`config.mk`:
```
export PLATFORM = sky130hd
export DESIGN_NAME = level_sensor_averager_core
export DESIGN_NICKNAME = d
export VERILOG_FILES = /design/src/rtl/lsa_pkg.sv /design/src/rtl/lsa_ram.sv /design/src/rtl/lsa_ctrl.sv /design/src/rtl/lsa_dp.sv /design/src/rtl/level_sensor_averager_core.sv
export SDC_FILE = /design/constraint.sdc
export NUM_CORES = 1
export LEC_CHECK = 0
export BUFFER_PORTS_ARGS = -buffer_cell sky130_fd_sc_hd__buf_2
export CORE_ASPECT_RATIO = 1.4
export CORE_MARGIN = 2
export CORE_UTILIZATION = 50
export CTS_CLUSTER_DIAMETER = 30
export CTS_CLUSTER_SIZE = 30
export DETAILED_ROUTE_END_ITERATION = 10
export GPL_ROUTABILITY_DRIVEN = 0
export GPL_TIMING_DRIVEN = 0
export PLACE_DENSITY = 0.67
export SETUP_SLACK_MARGIN = 0.02
export SLEW_MARGIN = 20
export SYNTH_ARGS = -nofsm -noshare
export SYNTH_HDL_FRONTEND = slang
export SYNTH_SLANG_ARGS = --single-unit
```
`constraint.sdc`:
```
create_clock -name clock -period 10.1 [get_ports clock]
set_input_delay 1.515 -clock clock [delete_from_list [all_inputs] [get_ports clock]]
set_output_delay 1.515 -clock clock [all_outputs]
set_load 0.005 [all_outputs]
```
`src/rtl/lsa_pkg.sv`:
```
`timescale 1ns / 1ps

package lsa_pkg;

   localparam int LEVEL_W    = 12;
   localparam int TIME_W     = 32;
   localparam int INTERVAL_W = 16;
   localparam int CSR_IDX_W  = 2;
   localparam int CSR_DATA_W = 16;
   localparam int REQ_DATA_W = 48;
   localparam int RSP_DATA_W = 16;

   localparam logic [CSR_IDX_W-1:0] CSR_EMPTY_RAW      = 2'd0;
   localparam logic [CSR_IDX_W-1:0] CSR_INTERVAL_START = 2'd1;
   localparam logic [CSR_IDX_W-1:0] CSR_INTERVAL_LIMIT = 2'd2;

   localparam logic [INTERVAL_W-1:0] INTERVAL_START_RST = 16'd1;
   localparam logic [INTERVAL_W-1:0] INTERVAL_LIMIT_RST = 16'd60;

   typedef enum logic [2:0] {
      ST_IDLE,
      ST_COMMIT,
      ST_SWEEP,
      ST_DRAIN,
      ST_DINIT,
      ST_DIV,
      ST_DONE
   } state_type;

   typedef struct packed {
      logic capture;
      logic commit;
      logic sweep;
      logic div_init;
      logic div_step;
      logic out_load;
   } cmd_type;

   typedef struct packed {
      logic fire;
      logic sweep_last;
      logic div_last;
   } sts_type;

endpackage

```
`src/rtl/lsa_ram.sv`:
```
`timescale 1ns / 1ps

module lsa_ram #(
   parameter int WIDTH = 12,
   parameter int DEPTH = 16
) (
   input  logic                                  clock,
   input  logic                                  wr_en,
   input  logic [(DEPTH > 1 ? $clog2(DEPTH) : 1)-1:0] wr_addr,
   input  logic [WIDTH-1:0]                      wr_data,
   input  logic [(DEPTH > 1 ? $clog2(DEPTH) : 1)-1:0] rd_addr,
   output logic [WIDTH-1:0]                      rd_data
);

   logic [WIDTH-1:0] mem [DEPTH];
   logic [WIDTH-1:0] rd_data_ff;

   always_ff @(posedge clock) begin
      if (wr_en) begin
         mem[wr_addr] <= wr_data;
      end
      rd_data_ff <= mem[rd_addr];
   end

   assign rd_data = rd_data_ff;

endmodule

```
`src/rtl/lsa_ctrl.sv`:
```
`timescale 1ns / 1ps

module lsa_ctrl (
   input  logic            clock,
   input  logic            reset,
   input  logic            req_tvalid,
   output logic            req_tready,
   output logic            rsp_tvalid,
   input  logic            rsp_tready,
   input  lsa_pkg::sts_type sts,
   output lsa_pkg::cmd_type cmd
);

   lsa_pkg::state_type state_ff, state_in;
   logic               out_valid_ff, out_valid_in;

   always_ff @(posedge clock) begin
      if (reset) begin
         state_ff     <= lsa_pkg::ST_IDLE;
         out_valid_ff <= 1'b0;
      end else begin
         state_ff     <= state_in;
         out_valid_ff <= out_valid_in;
      end
   end

   always_comb begin
      state_in   = state_ff;
      cmd        = '0;
      req_tready = 1'b0;
      case (state_ff)
         lsa_pkg::ST_IDLE: begin
            req_tready = 1'b1;
            if (req_tvalid) begin
               cmd.capture = 1'b1;
               state_in    = lsa_pkg::ST_COMMIT;
            end
         end
         lsa_pkg::ST_COMMIT: begin
            cmd.commit = 1'b1;
            state_in   = sts.fire ? lsa_pkg::ST_SWEEP : lsa_pkg::ST_DONE;
         end
         lsa_pkg::ST_SWEEP: begin
            cmd.sweep = 1'b1;
            if (sts.sweep_last) begin
               state_in = lsa_pkg::ST_DRAIN;
            end
         end
         lsa_pkg::ST_DRAIN: begin
            state_in = lsa_pkg::ST_DINIT;
         end
         lsa_pkg::ST_DINIT: begin
            cmd.div_init = 1'b1;
            state_in     = lsa_pkg::ST_DIV;
         end
         lsa_pkg::ST_DIV: begin
            cmd.div_step = 1'b1;
            if (sts.div_last) begin
               state_in = lsa_pkg::ST_DONE;
            end
         end
         lsa_pkg::ST_DONE: begin
            if (!out_valid_ff || rsp_tready) begin
               cmd.out_load = 1'b1;
               state_in     = lsa_pkg::ST_IDLE;
            end
         end
         default: begin
            state_in = lsa_pkg::ST_IDLE;
         end
      endcase
   end

   always_comb begin
      out_valid_in = out_valid_ff;
      if (cmd.out_load) begin
         out_valid_in = 1'b1;
      end else if (rsp_tready) begin
         out_valid_in = 1'b0;
      end
   end

   assign rsp_tvalid = out_valid_ff;

endmodule

```
`src/rtl/lsa_dp.sv`:
```
`timescale 1ns / 1ps

module lsa_dp #(
   parameter int SAMPLE_DEPTH = 16
) (
   input  logic                             clock,
   input  logic                             reset,
   input  lsa_pkg::cmd_type                 cmd,
   output lsa_pkg::sts_type                 sts,
   input  logic                             csr_we,
   input  logic [lsa_pkg::CSR_IDX_W-1:0]    csr_index,
   input  logic [lsa_pkg::CSR_DATA_W-1:0]   csr_wdata,
   input  logic [lsa_pkg::REQ_DATA_W-1:0]   req_tdata,
   output logic [lsa_pkg::LEVEL_W-1:0]      rsp_level,
   output logic                             rsp_updated
);

   localparam int AW    = (SAMPLE_DEPTH > 1) ? $clog2(SAMPLE_DEPTH) : 1;
   localparam int CW    = $clog2(SAMPLE_DEPTH + 1);
   localparam int SUM_W = lsa_pkg::LEVEL_W + CW;
   localparam int DW    = $clog2(SUM_W);

   logic [lsa_pkg::LEVEL_W-1:0]    empty_raw_ff;
   logic [lsa_pkg::INTERVAL_W-1:0] limit_ff;
   logic [lsa_pkg::INTERVAL_W-1:0] cur_int_ff, cur_int_in, cur_int_next;
   logic [lsa_pkg::TIME_W:0]       next_time_ff;
   logic                           has_result_ff;
   logic [lsa_pkg::LEVEL_W-1:0]    pub_ff;
   logic                           fire_ff;
   logic [AW-1:0]                  slot_ff;
   logic [CW-1:0]                  fill_ff;
   logic [lsa_pkg::LEVEL_W-1:0]    raw_ff;
   logic [lsa_pkg::TIME_W-1:0]     now_ff;
   logic [AW-1:0]                  rd_addr_ff;
   logic                           rdv_ff;
   logic [SUM_W-1:0]               sum_ff;
   logic [SUM_W-1:0]               quo_ff;
   logic [CW-1:0]                  rem_ff;
   logic [DW-1:0]                  dcnt_ff;
   logic [lsa_pkg::LEVEL_W-1:0]    rsp_level_ff;
   logic                           rsp_updated_ff;

   logic [lsa_pkg::LEVEL_W-1:0]    lvl;
   logic [lsa_pkg::LEVEL_W-1:0]    rd_data;
   logic                           fire;
   logic [CW:0]                    trial;
   logic                           ge;
   logic [lsa_pkg::LEVEL_W-1:0]    new_level;

   assign lvl = (raw_ff >= empty_raw_ff) ? (raw_ff - empty_raw_ff) : (empty_raw_ff - raw_ff);
   assign fire = !has_result_ff || (next_time_ff < {1'b0, now_ff});
   assign cur_int_next = (cur_int_ff < limit_ff) ? (cur_int_ff + 1'b1) : cur_int_ff;

   assign trial = {rem_ff, quo_ff[SUM_W-1]};
   assign ge    = trial >= {1'b0, fill_ff};

   assign sts.fire       = fire;
   assign sts.sweep_last = ((CW+1)'(rd_addr_ff) + (CW+1)'(1)) == (CW+1)'(fill_ff);
   assign sts.div_last   = (dcnt_ff == '0);

   assign new_level = fire_ff ? quo_ff[lsa_pkg::LEVEL_W-1:0] : pub_ff;

   lsa_ram #(
      .WIDTH (lsa_pkg::LEVEL_W),
      .DEPTH (SAMPLE_DEPTH)
   ) u_ring (
      .clock   (clock),
      .wr_en   (cmd.commit),
      .wr_addr (slot_ff),
      .wr_data (lvl),
      .rd_addr (rd_addr_ff),
      .rd_data (rd_data)
   );

   always_comb begin
      cur_int_in = cur_int_ff;
      if (csr_we && (csr_index == lsa_pkg::CSR_INTERVAL_START)) begin
         cur_int_in = csr_wdata;
      end else if (cmd.commit && fire) begin
         cur_int_in = cur_int_next;
      end
   end

   always_ff @(posedge clock) begin
      if (reset) begin
         empty_raw_ff  <= '0;
         limit_ff      <= lsa_pkg::INTERVAL_LIMIT_RST;
         cur_int_ff    <= lsa_pkg::INTERVAL_START_RST;
         next_time_ff  <= '0;
         has_result_ff <= 1'b0;
         pub_ff        <= '0;
         fire_ff       <= 1'b0;
         slot_ff       <= '0;
         fill_ff       <= '0;
         rdv_ff        <= 1'b0;
      end else begin
         cur_int_ff <= cur_int_in;
         if (csr_we) begin
            case (csr_index)
               lsa_pkg::CSR_EMPTY_RAW: begin
                  empty_raw_ff <= csr_wdata[lsa_pkg::LEVEL_W-1:0];
               end
               lsa_pkg::CSR_INTERVAL_LIMIT: begin
                  limit_ff <= csr_wdata;
               end
               default: begin
               end
            endcase
         end
         rdv_ff <= cmd.sweep;
         if (cmd.commit) begin
            fire_ff <= fire;
            slot_ff <= (slot_ff == AW'(SAMPLE_DEPTH - 1)) ? '0 : slot_ff + 1'b1;
            if (fill_ff != CW'(SAMPLE_DEPTH)) begin
               fill_ff <= fill_ff + 1'b1;
            end
            if (fire) begin
               next_time_ff  <= (lsa_pkg::TIME_W+1)'(now_ff)
                                + (lsa_pkg::TIME_W+1)'(cur_int_next);
               has_result_ff <= 1'b1;
            end
         end
         if (cmd.out_load) begin
            pub_ff <= new_level;
         end
      end
   end

   always_ff @(posedge clock) begin
      if (cmd.capture) begin
         raw_ff <= req_tdata[lsa_pkg::LEVEL_W-1:0];
         now_ff <= req_tdata[lsa_pkg::LEVEL_W +: lsa_pkg::TIME_W];
      end
      if (cmd.commit) begin
         rd_addr_ff <= '0;
         sum_ff     <= '0;
      end else begin
         if (cmd.sweep) begin
            rd_addr_ff <= rd_addr_ff + 1'b1;
         end
         if (rdv_ff) begin
            sum_ff <= sum_ff + SUM_W'(rd_data);
         end
      end
      if (cmd.div_init) begin
         quo_ff  <= sum_ff;
         rem_ff  <= '0;
         dcnt_ff <= DW'(SUM_W - 1);
      end else if (cmd.div_step) begin
         quo_ff  <= {quo_ff[SUM_W-2:0], ge};
         rem_ff  <= ge ? CW'(trial - {1'b0, fill_ff}) : CW'(trial);
         dcnt_ff <= dcnt_ff - 1'b1;
      end
      if (cmd.out_load) begin
         rsp_level_ff   <= new_level;
         rsp_updated_ff <= fire_ff;
      end
   end

   assign rsp_level   = rsp_level_ff;
   assign rsp_updated = rsp_updated_ff;

endmodule

```
`src/rtl/level_sensor_averager_core.sv`:
```
`timescale 1ns / 1ps
// When no average is due, an accepted item goes from COMMIT straight to DONE and its result
// is loaded; when one is due, the ring read sweep over the fill samples held (SWEEP, DRAIN)
// and the bit-serial divider (DINIT, DIV; SUM_W = 12 + clog2(depth+1) quotient bits) run first.
// One item in flight at a time: a new request is taken only after the last result is loaded.
// Reset (synchronous, active high) clears control, schedule, ring fill and config.
module level_sensor_averager_core #(
   parameter int SAMPLE_DEPTH = 16
) (
   input  logic                           clock,
   input  logic                           reset,
   input  logic                           req_tvalid,
   output logic                           req_tready,
   input  logic [lsa_pkg::REQ_DATA_W-1:0] req_tdata,  // raw_level[11:0], now_seconds[43:12]
   output logic                           rsp_tvalid,
   input  logic                           rsp_tready,
   output logic [lsa_pkg::RSP_DATA_W-1:0] rsp_tdata,  // level[11:0]
   output logic                           rsp_tuser,  // updated
   input  logic                           csr_we,
   input  logic [lsa_pkg::CSR_IDX_W-1:0]  csr_index,
   input  logic [lsa_pkg::CSR_DATA_W-1:0] csr_wdata
);

   lsa_pkg::cmd_type            cmd;
   lsa_pkg::sts_type            sts;
   logic [lsa_pkg::LEVEL_W-1:0] rsp_level;

   lsa_ctrl u_ctrl (
      .clock      (clock),
      .reset      (reset),
      .req_tvalid (req_tvalid),
      .req_tready (req_tready),
      .rsp_tvalid (rsp_tvalid),
      .rsp_tready (rsp_tready),
      .sts        (sts),
      .cmd        (cmd)
   );

   lsa_dp #(
      .SAMPLE_DEPTH (SAMPLE_DEPTH)
   ) u_dp (
      .clock       (clock),
      .reset       (reset),
      .cmd         (cmd),
      .sts         (sts),
      .csr_we      (csr_we),
      .csr_index   (csr_index),
      .csr_wdata   (csr_wdata),
      .req_tdata   (req_tdata),
      .rsp_level   (rsp_level),
      .rsp_updated (rsp_tuser)
   );

   assign rsp_tdata = {{(lsa_pkg::RSP_DATA_W - lsa_pkg::LEVEL_W){1'b0}}, rsp_level};

endmodule

```
Word level (Yosys, flattened, before mapping). Memories as Yosys holds them, arrays and structs flattened. A register that Yosys moved wholly into a read port is not among the register bits. Index checks and enable logic that the tools add are counted.

Register bits: 210. Bits in writable memories: 192. Input port bits: 71. Output and inout bits: 19. Memories: 1.

Memories: u_dp.u_ring.mem (depth 16, width 12, read ports 1, clocked after memory_dff 1, write ports 1, line lsa_ram.sv:15) `logic [WIDTH-1:0] mem [DEPTH];`.

$add $sub $neg: 11. $lt $le $gt $ge: 4. Equal/unequal tests: 15. Multiplexer cells: 28. Reduce and logical (&&, ||, !) cells: 17.

Operators by type and width (number): $mux 16 (3); $mux 17 (2); $add 32x16->33 (1); $lt 33x32->1 (1); $mux 12 (2); $sub 12x12->12 (2); $pmux 3 s7 (1); $add 17x12->17 (1); $add 16x1->16 const B (1); $lt 16x16->1 (1); $mux 3 (5); $mux 1 (13); $ge 12x12->1 (1); $eq 3x3->1 const B (3); $add 4x1->4 const B (2); $reduce_and 2->1 (4); $eq 3x2->1 const B (2); $eq 6x5->1 (1); $ge 6x5->1 (1); $ne 2x2->1 const B (3); $reduce_bool 2->1 (3); $add 4x1->5 const B (1); $add 5x1->5 const B (1); $logic_not 5->1 (1); 16 further kinds (19).

Longest topological paths before layout. Gate-level depths: netlist of the first run.

Word-level depth: 5. Mapped depth: 21. Depth with buffers taken out: 19.

Modules after synthesis. From an unflattened synthesis of the first run, not the netlist that was laid out.

Cells, all modules: 1636. Area total of the unflattened synthesis: 19841.5 um^2.

By module, submodules not included: lsa_dp (instances 1, cells an instance 1267, area an instance 11942.7 um^2); lsa_ram (instances 1, cells an instance 329, area an instance 7599.8 um^2); lsa_ctrl (instances 1, cells an instance 35, area an instance 265.3 um^2); level_sensor_averager_core (instances 1, cells an instance 5, area an instance 33.8 um^2).

Worst setup path before layout of the first run. No wires, ideal clock.

Path type: register to register. Start point: reg u_dp.cur_int_ff[9] (netlist name). End point: reg u_dp.next_time_ff[21] (netlist name). Setup time: 0.086 ns. Arrival time: 4.357 ns. Slack: 5.658 ns. Cell stages (with the launch flop): 19. Buffers on the path: 1. Clock period less this slack: 4.442 ns. Cell sequence: dfxtp_1 -> ha_1 -> a21o_1 -> a211o_1 -> or3_1 -> o21ai_2 -> o211ai_1 -> clkbuf_1 -> nor2_1 -> xnor2_1 -> ha_1 -> a21o_1 -> a2111o_1 -> o2bb2ai_1 -> o41ai_2 -> a41oi_1 -> nor4_1 -> xnor2_1 -> a211oi_1.

Cells in the longest elaborated chain, start to end: 3. Elaborated cells on any way between the ends: 4.

RTL lines: from (decl) (line lsa_dp.sv:25) `logic [lsa_pkg::INTERVAL_W-1:0] cur_int_ff, cur_int_in, cur_int_next;`; from (signal assigned) (line lsa_dp.sv:88) `cur_int_ff <= lsa_pkg::INTERVAL_START_RST;`; from (signal assigned) (line lsa_dp.sv:97) `cur_int_ff <= cur_int_in;`; $add 16x1->16 / $lt 16x16->1 (equally long branches) (line lsa_dp.sv:52) `assign cur_int_next = (cur_int_ff < limit_ff) ? (cur_int_ff + 1'b1) : cur_int_ff;`; $mux 16 * (line lsa_dp.sv:52); $add 32x16->33 * (line lsa_dp.sv:119) `+ (lsa_pkg::TIME_W+1)'(cur_int_next);`; to (signal assigned) (line lsa_dp.sv:118) `next_time_ff <= (lsa_pkg::TIME_W+1)'(now_ff)`; to (decl) (line lsa_dp.sv:26) `logic [lsa_pkg::TIME_W:0] next_time_ff;`.

Every way passes the cells marked *; elsewhere a longest branch is shown, timed or not. A chain may end at the register's enable or synchronous reset.

Worst setup path after layout of the first run.
Start point: reg u_dp.cur_int_ff[9] (netlist name). End point: reg u_dp.next_time_ff[25] (netlist name).

Same word-level chain as after synthesis.

==> results.cfg, run 1 <==
[critical_path]
endpoint_kind = flop
r2r_setup_slack_ps = 4540
worst-setup-path-type = flop to flop
crit_chain = ha_1, a21o_1, a211o_1, or3_1, o21ai_2, o211ai_1, clkbuf_1, nor2_1, xnor2_1, ha_1, a21o_1, a2111o_1, o2bb2ai_1, o41ai_2, a41oi_1, nor4_1, xnor2_1, a211oi_1
cp.required_ps = 10580
critPathTopFamily = compound AO/OA/AOI/OAI gates
crit_slowest_cell = a41oi_1
arrival_ps = 6040
max_stage_delay_ps = 700
cp_num_buf_inv = 1
start_kind = flop
path_max_fanout = 10

[place]
dpl.cell_count = 2276
port_buffers = 81
place_ws_ps = 4587
dp_hpwl_um = 33570

[timing]
finalCritPeriodShare_pct = 55.04
relSlewSlack_pct = 34.19
worst_slew_pin_slew_ps = 987.2
fmax_mhz = 179.9
finalClockSkew_ps = 22.14
hold_violations = 0
rsz0062_at_grt = no
fin_setup_tns_ps = 0
worst_slack_ps = 4541
slew_viol_final = 0
fin_crit_ps = 5559
setup_viol = 0

[synthesis]
synth_cell_types = 78
synthTopCellsByArea = edfxtp_1 40%, dfxtp_1 15%, ha_1 7.0%
syn_area_per_cell_um2 = 12.00
syn_inst = 1659
ys_ff_latch = 414
yosysWarnings = 0
synth_edf_count = 266
yosysSeqAreaShare_pct = 54.99
yosys.area.top_type = edfxtp_1
synth_top_area_share_pct = 40.11
syn_area_um2 = 19920
async_flop_share_pct = 0
synthFlopType = edfxtp_1

[detailed_routing]
final_antenna_net_count = 0
routedWlPerCell_um = 19.14
vias_per_cell = 5.603
drtPass1Iterations = 5
vias = 13482
wl_um = 46050
drc = 0
dr.first_iter.drc_count = 824

[clocking]
cts_resized = 0
cts_root_buf = clkbuf_16
worst_skew_pair.late_latency_ps = 580
cts_hold_buffers = 0
cts.htree.levels = 3
cts_setup_buffers = 0
clk_path_buf_depth = 3
numCtsBuffers = 70
cts_sinks = 414
path_clk_slew_ps = 50
cts_tree = done

[die]
row_count = 86
core_um2 = 39380
pin_count = 90
die_w_um = 172.7
dieArea_um2 = 41470
die-height_um = 240.1
start_util_pct = 50.57

[global_routing]
grt_pass1_wl_um = 72540
grt_usage_pct = 22.35
grt_max_degree = 30
grt_antenna_before_repair = 0
grt_pass1_vias = 13890
globalRouteOverflowTotal = 0

[power_and_ir_drop]
power_density_nw_per_um2 = 242.2
power.leakage_nw = 8.793
power_mw = 5.690
peakVddDrop_v = 0.0001745

[final_layout]
drive_gt1_share_pct = 18.16
areaGrowthSynthToFinish_pct = 17.98
multi_input_area_um2 = 8378
layout.cells.non_filler = 2406
diodes = 0
fillers = 3183
ff_latch_area_um2 = 10950
fin_nets = 2007

[flow_run]
cap_violations = 0

[min_path]
hold_path.class = flop to flop

[status]
status = finished, final reports clean
==> per-layer routing <==
layer / track usage [%] / vias up / part of all wire [%]
li1: - / 6462 / -
met1: 24.69 / 6578 / 39
met2: 42.36 / 362 / 54
met3: 3.605 / 80 / 4.3
met4: 9.707 / 0 / 3.2
met5: 0 / - / 0
==> placed cells by master, fill, tap and decap left out, types with 9 or more instances in the layout <==
cell       instances
xor2_1            16
nand4_1           20
nor3_1            25
a21o_1            21
or4_1             10
xnor2_1           49
nor2_1           150
clkbuf_16         74
nand2_1          105
nor2_2            12
a31oi_1           14
nand2b_1          14
nand3_1           32
mux2_2            29
edfxtp_1         266
buf_2             85
inv_1            106
mux2i_1           47
inv_6             13
ha_1             111
clkbuf_1          65
o31ai_1            9
buf_1             12
o211ai_1          10
a21oi_1           92
mux4_2            60
or3_1             17
nor2b_1           13
o21ai_0           51
and3_1            14
a211oi_1          24
dfxtp_1          148
nor4_1             9
==> area by class of cell <==
cell class | count | area share, %
timing repair buffer | 86 | 1.970
clock buffer | 86 | 8.158
clock inverter | 44 | 1.741
sequential | 414 | 46.61
multi-input combinational | 1064 | 35.66
buffer | 76 | 1.331
inverter | 108 | 1.725
tap | 528 | 2.812
==> report_power, final <==
group	switching, mW	total [mW]	internal (mW)	leakage, nW
clock	0.865	2.30	1.44	1.12
sequential	0.0984	2.10	2.00	3.63
combinational	0.722	1.29	0.564	4.04
total	1.69	5.69	4.01	8.79
==> per-stage QoR <==
step	hold WS [ps]	util [%]	instance area [µm²]
2_1_floorplan	425.7	-	19930
3_3_place_gp	444.6	53.30	20990
3_5_place_dp	447.5	53.56	21090
4_1_cts	454.6	59.46	23420
5_1_grt	474.9	59.66	23500
6_report	457.2	59.66	23500
==> tightest hold or removal path: cells and delay by family (launching register included) <==
family / cells / cell delay, ps
AND/OR/NAND/NOR: 1 / 50
flip-flops: 1 / 310
AO/OA/AOI/OAI: 1 / 50
==> cell usage after synthesis, types with 9 or more instances <==
master and n:
xor2_1 20, nand2b_1 14, mux2_2 29, clkbuf_1 55
a21oi_1 92, o211ai_1 10, nand2_1 105, nor2_1 162
ha_1 111, nor3_1 29, and3_1 14, nor4_1 9
or4_1 10, mux4_2 60, or3_1 17, xnor2_1 53
a21o_1 21, nand4_1 20, buf_1 13, dfxtp_1 148
a31oi_1 14, a211oi_1 24, edfxtp_1 266, nor2b_1 13
inv_1 106, o21ai_0 51, mux2i_1 49, o31ai_1 9
nand3_1 32
==> cell families after synthesis <==
logic type / share of synthesized area [%]
compound gates: 8.827
xor+xnor: 3.210
fa+ha+maj: 7.476
buf+inv: 3.600
flops: 54.99
mux: 10.89
other cells: 0.01883
simple gates: 10.99
==> worst paths after layout <==
check	start	endpoint	cells after the start
worst min register to register	u_dp.next_time_ff[10]$_SDFFE_PP0P_	u_dp.next_time_ff[10]$_SDFFE_PP0P_	2
worst max register to register	u_dp.cur_int_ff[9]$_SDFFE_PP0P_	u_dp.next_time_ff[25]$_SDFFE_PP0P_	18
worst max-delay path	u_dp.cur_int_ff[9]$_SDFFE_PP0P_	u_dp.next_time_ff[25]$_SDFFE_PP0P_	18
worst min-delay path	u_dp.next_time_ff[10]$_SDFFE_PP0P_	u_dp.next_time_ff[10]$_SDFFE_PP0P_	2
==> flip-flops by register name, summed over array words and instances (netlist names), 12 cells and up <==
signal               flops
u_dp.cur_int_ff         16
u_dp.u_ring.rd_data     12
u_dp.limit_ff           16
u_dp.pub_ff             12
u_dp.empty_raw_ff       12
u_dp.raw_ff             12
u_dp.quo_ff             17
u_dp.u_ring.mem        192
u_dp.next_time_ff       33
u_dp.rsp_level          12
u_dp.sum_ff             17
u_dp.now_ff             32
Note: power is estimated with default switching activity, not from simulation.
==> run 2: changes to the inputs <==
--- a/config.mk
+++ b/config.mk
@@ -14,7 +14,7 @@
 export DETAILED_ROUTE_END_ITERATION = 10
 export GPL_ROUTABILITY_DRIVEN = 0
 export GPL_TIMING_DRIVEN = 0
-export PLACE_DENSITY = 0.67
+export PLACE_DENSITY = 0.7
 export SETUP_SLACK_MARGIN = 0.02
 export SLEW_MARGIN = 20
 export SYNTH_ARGS = -nofsm -noshare
==> constraint.sdc (replaced) <==
create_clock -name clock -period 4.57 [get_ports clock]
set_input_delay 0.6855 -clock clock [delete_from_list [all_inputs] [get_ports clock]]
set_output_delay 0.6855 -clock clock [all_outputs]
set_load 0.005 [all_outputs]
==> results.cfg, run 2 (synthesized netlist as in run 1, its figures left out) <==
[status]
status = finished, final reports clean

[clocking]
clk_path_buf_depth = 3
worst_skew_pair.late_latency_ps = 590
numCtsBuffers = 71
cts.htree.levels = 3
cts_sinks = 414
cts_root_buf = clkbuf_16
cts_hold_buffers = 0
path_clk_slew_ps = 50
cts_tree = done

[timing]
hold_violations = 0
slew_viol_final = 0
worst_slew_pin_slew_ps = 1071
rsz0062_at_grt = yes
fmax_mhz = 224.8
relSlewSlack_pct = 28.36
fin_crit_ps = 4448
finalClockSkew_ps = 26.06
finalCritPeriodShare_pct = 97.33
setup_viol = 0

[detailed_routing]
dr.first_iter.drc_count = 844
wl_met1_um = 18160
wl_um = 47850
wl_met3_um = 2060
drtPass1Iterations = 6
routedWlPerCell_um = 19.76
vias_per_cell = 5.697
final_antenna_net_count = 0
wl_met2_um = 25730
drc = 0
vias = 13798
highest_layer = met4

[final_layout]
fin_nets = 2023
areaGrowthSynthToFinish_pct = 21.12
diodes = 0
final_cell_mix = 266 x edfxtp_1, 146 x nor2_1, 143 x dfxtp_1
reg_top3 = u_dp.u_ring.mem (192), u_dp.next_time_ff (33), u_dp.now_ff (32)
drive_gt1_share_pct = 21.75
top_register = u_dp.u_ring.mem
largest_reg_flops = 192
fillers = 3056
final_util_pct = 61.25
layout_commonest_cell = edfxtp_1

[global_routing]
globalRouteOverflowTotal = 0
grt_pass1_vias = 14084
grt_pass1_wl_um = 74920
grt_usage_pct = 23.09
grt_antenna_before_repair = 0
grt_max_degree = 30

[power_and_ir_drop]
power.leakage_nw = 9.041
power_mw = 13.09
peakVddDrop_v = 0.0003036
power_density_nw_per_um2 = 542.6

[critical_path]
endpoint_kind = flop
arrival_ps = 4930
cp.required_ps = 5050
path_max_fanout = 7
start_kind = flop
worst-setup-path-type = flop to flop

[min_path]
hold_path.class = primary input to flop

[flow_run]
cap_violations = 0

[die]
row_count = 86
die_w_um = 172.7
core_um2 = 39380
pin_count = 90
dieArea_um2 = 41470
start_util_pct = 50.57
die-height_um = 240.1

[place]
port_buffers = 81
dp_hpwl_um = 33250
run 2: path summary, 6_finish.rpt:
check / from / end / slack, ps / depth (start not counted)
setup / recovery: u_dp.cur_int_ff[9]$_SDFFE_PP0P_ / u_dp.next_time_ff[24]$_SDFFE_PP0P_ / 120 / 20
hold / removal: req_tdata[10] / u_dp.raw_ff[10]$_DFFE_PP_ / 270 / 1
setup reg to reg: u_dp.cur_int_ff[9]$_SDFFE_PP0P_ / u_dp.next_time_ff[24]$_SDFFE_PP0P_ / 120 / 20
hold reg to reg: u_dp.limit_ff[8]$_SDFFE_PP0P_ / u_dp.limit_ff[8]$_SDFFE_PP0P_ / 450 / 2
run 2: layer usage:
metal | up-vias | global-route usage, %
met4 | 0 | 11.56
met1 | 6779 | 25.01
li1 | 6488 | -
met3 | 116 | 3.352
met5 | - | 0
met2 | 415 | 43.88
run 2: what timing repair did:
| item | 4_1_cts | 5_1_grt |
|---|---|---|
| pin swaps | 17 | 21 |
| endpoints found under the setup margin | 21 | 19 |
| setup buffers | 10 | 6 |
| gates resized for setup | 42 | 18 |
run 2: critical path, cell delays in order (launching register included):
cell and delay [ps]:
dfxtp_4 360, ha_4 230, a21o_1 160, a211o_1 260, or3_1 320, o21ai_2 210, o21a_1 160, buf_6 130
xor2_2 150, ha_2 210, inv_2 40, fa_2 370, nor2b_4 160, o31ai_4 80, a211oi_2 250, o311ai_2 160
a221o_2 440, buf_12 170, nor4_4 140, xnor2_1 100, a211oi_1 230
run 2: cell type report:
class	instances	area, µm²	share of cell area, %
Clock buffer	79	1913	7.931
Clock inverter	52	598.1	2.479
Timing Repair Buffer	102	588.1	2.438
Buffer	75	314.1	1.302
Inverter	108	405.4	1.681
Sequential cell	414	10960	45.43
Multi-Input combinational cell	1064	8683	36.00
Tap cell	528	660.6	2.739
run 2: metrics by stage:
step	std cells	cell area [µm²]	setup TNS (ps)	setup slack (ps)	hold WS, ps
6_report	2422	24120	0	121.8	273.9
5_1_grt	2422	24120	-55.51	-45.55	265.9
4_1_cts	2416	23880	-126.2	-64.28	251.8
3_5_place_dp	2276	21080	-12380	-904.0	450.0
3_3_place_gp	2271	20990	-10370	-790.2	445.8
2_1_floorplan	1662	19930	0	127.6	425.7
run 2: power breakdown:
group          switching [mW]  internal (mW)  total (mW)
Sequential              0.240           4.43        4.67
Combinational            1.65           1.32        2.97
Clock                    2.04           3.41        5.45
Total                    3.93           9.16        13.1
==> run 3: changes to the inputs <==
--- a/config.mk
+++ b/config.mk
@@ -6,16 +6,15 @@
 export NUM_CORES = 1
 export LEC_CHECK = 0
 export BUFFER_PORTS_ARGS = -buffer_cell sky130_fd_sc_hd__buf_2
-export CORE_ASPECT_RATIO = 1.4
 export CORE_MARGIN = 2
-export CORE_UTILIZATION = 50
+export CORE_UTILIZATION = 39
 export CTS_CLUSTER_DIAMETER = 30
 export CTS_CLUSTER_SIZE = 30
 export DETAILED_ROUTE_END_ITERATION = 10
 export GPL_ROUTABILITY_DRIVEN = 0
 export GPL_TIMING_DRIVEN = 0
-export PLACE_DENSITY = 0.7
 export SETUP_SLACK_MARGIN = 0.02
+export SKIP_LAST_GASP = 1
 export SLEW_MARGIN = 20
 export SYNTH_ARGS = -nofsm -noshare
 export SYNTH_HDL_FRONTEND = slang
==> results.cfg, run 3 (synthesized netlist as in run 1, its figures left out) <==
[detailed_routing]
wl_um = 47600
drc = 0
routedWlPerCell_um = 18.19
drtPass1Iterations = 5
vias_per_cell = 5.237
dr.first_iter.drc_count = 924
vias = 13704
final_antenna_net_count = 0

[final_layout]
final_util_pct = 49.67
top_register = u_dp.u_ring.mem
layout_commonest_cell = edfxtp_1
diodes = 0
reg_top3 = u_dp.u_ring.mem (192), u_dp.next_time_ff (33), u_dp.now_ff (32)
areaGrowthSynthToFinish_pct = 25.38
final_cell_mix = 266 x edfxtp_1, 144 x nor2_1, 143 x dfxtp_1
drive_gt1_share_pct = 23.34
fin_nets = 2057
final_cell_area_um2 = 24970
largest_reg_flops = 192

[critical_path]
path_max_fanout = 6
r2r-start = u_dp.cur_int_ff[9]$_SDFFE_PP0P_
start_kind = flop
cp.required_ps = 5070
arrival_ps = 5010
crit_start = u_dp.cur_int_ff[9]$_SDFFE_PP0P_
worst-setup-path-type = flop to flop
endpoint_kind = flop

[status]
status = finished, final reports clean

[min_path]
worstHoldStart = req_tdata[30]
hold_path.class = primary input to flop

[clocking]
numCtsBuffers = 88
cts_sinks = 414
cts_hold_buffers = 0
cts_tree = done
cts.htree.levels = 3
cts_root_buf = clkbuf_16
path_clk_slew_ps = 50
worst_skew_pair.late_latency_ps = 620
clk_path_buf_depth = 3

[die]
start_util_pct = 39.61
core_um2 = 50270
dieArea_um2 = 52890
die_w_um = 230.0
pin_count = 90
die-height_um = 230.0
row_count = 82

[timing]
hold_slack_ps = 247.9
fin_crit_ps = 4510
worst_slew_pin_slew_ps = 1107
finalCritPeriodShare_pct = 98.68
relSlewSlack_pct = 25.96
rsz0062_at_grt = yes
hold_violations = 0
fmax_mhz = 221.7
setup_viol = 0
finalClockSkew_ps = 31.46
slew_viol_final = 0

[power_and_ir_drop]
pwr-share-seq_pct = 33.2
power_density_nw_per_um2 = 561.7
pwr-share-comb_pct = 21.6
p_sw_share_pct = 29.19
internal_power_mw = 9.931
switchingPower_mw = 4.094
peakVddDrop_v = 0.0003662
clkPwrFrac_pct = 45.2
power.leakage_nw = 9.361

[global_routing]
grt_pass1_vias = 13785
grt_max_degree = 32
globalRouteOverflowTotal = 0
grt_pass1_wl_um = 75010
grt_usage_pct = 18.05
grt_antenna_before_repair = 0

[place]
port_buffers = 81
placed_cell_area_um2 = 21300
dp_hpwl_um = 33500

[flow_run]
cap_violations = 0
-- run 3: changes by cell type in the layout (fill, tap and decap cells not counted), sizes merged --
cell	previous run	this run
inv	123	121
clkinvlp	4	11
clkinv	28	35
buf	122	137
bufinv	5	9
clkbuf	134	154
-- run 3: worst max-delay path, stage by stage (launching register included) --
cell and delay, ps:
dfxtp_4 340, ha_4 230, a21o_1 150, a211o_1 270, or3_1 320, o21ai_2 190, o21a_1 170, buf_6 120
buf_4 130, nand3_4 120, nor2_4 110, xor2_1 170, ha_1 310, a21o_1 210, a221oi_4 330, o41ai_4 120
buf_4 170, a41oi_4 380, buf_6 160, nor4_4 30, xnor2_1 140, a211oi_1 210
-- run 3: area by class of cell --
type | count | area [µm²]
flip-flops and latches | 414 | 10960
inverters | 108 | 405.4
clock inverters | 68 | 738.2
fillers | 4378 | 25300
clock buffers | 97 | 2277
well taps | 672 | 840.8
multi-input cells | 1064 | 8682
plain buffers | 75 | 320.3
repair buffers | 119 | 747.0
-- run 3: what timing repair did --
action | CTS | global route
gates cloned | 0 | 0
endpoints found under the setup margin | 21 | 18
pin swaps | 15 | 28
setup buffers | 20 | 11
gates resized for setup | 37 | 31
-- run 3: power groups by stage --
| stage | Combinational, mW | Sequential (mW) | Clock (mW) |
|---|---|---|---|
| finish | 3.02 | 4.66 | 6.34 |
| global route | 3.34 | 4.69 | 6.63 |
| CTS | 2.97 | 4.66 | 6.43 |
| detailed placement | 2.85 | 4.73 | 0 |
| global placement | 2.76 | 4.73 | 0 |
| floorplan | 2.11 | 4.63 | 0 |
-- run 3: worst paths after layout --
path	to	slack (ps)	cells past startpoint
setup / recovery	u_dp.next_time_ff[21]$_SDFFE_PP0P_	60	21
hold / removal	u_dp.now_ff[18]$_DFFE_PP_	250	1
setup reg to reg	u_dp.next_time_ff[21]$_SDFFE_PP0P_	60	21
hold reg to reg	u_dp.limit_ff[8]$_SDFFE_PP0P_	450	2
-- run 3: metrics by stage --
stage                     worst slack (ps)  power, mW  std cells  TNS [ps]
after floorplan                      127.6      6.742       1662         0
after global placement              -740.2      7.485       2415     -9317
after detailed placement            -894.0      7.578       2421    -11530
after CTS                            68.44      14.06       2605         0
after global routing                -98.63      14.66       2617    -521.5
final                                60.11      14.02       2617         0
-- run 3: metal layers --
metal  GRT usage (%)  up-vias  share of wire (%)
met5               0        -                  0
met4           6.310        0                2.7
met3           3.819       95                5.5
met2           29.26      361                 47
met1           23.99     6681                 45
li1                -     6567                  -
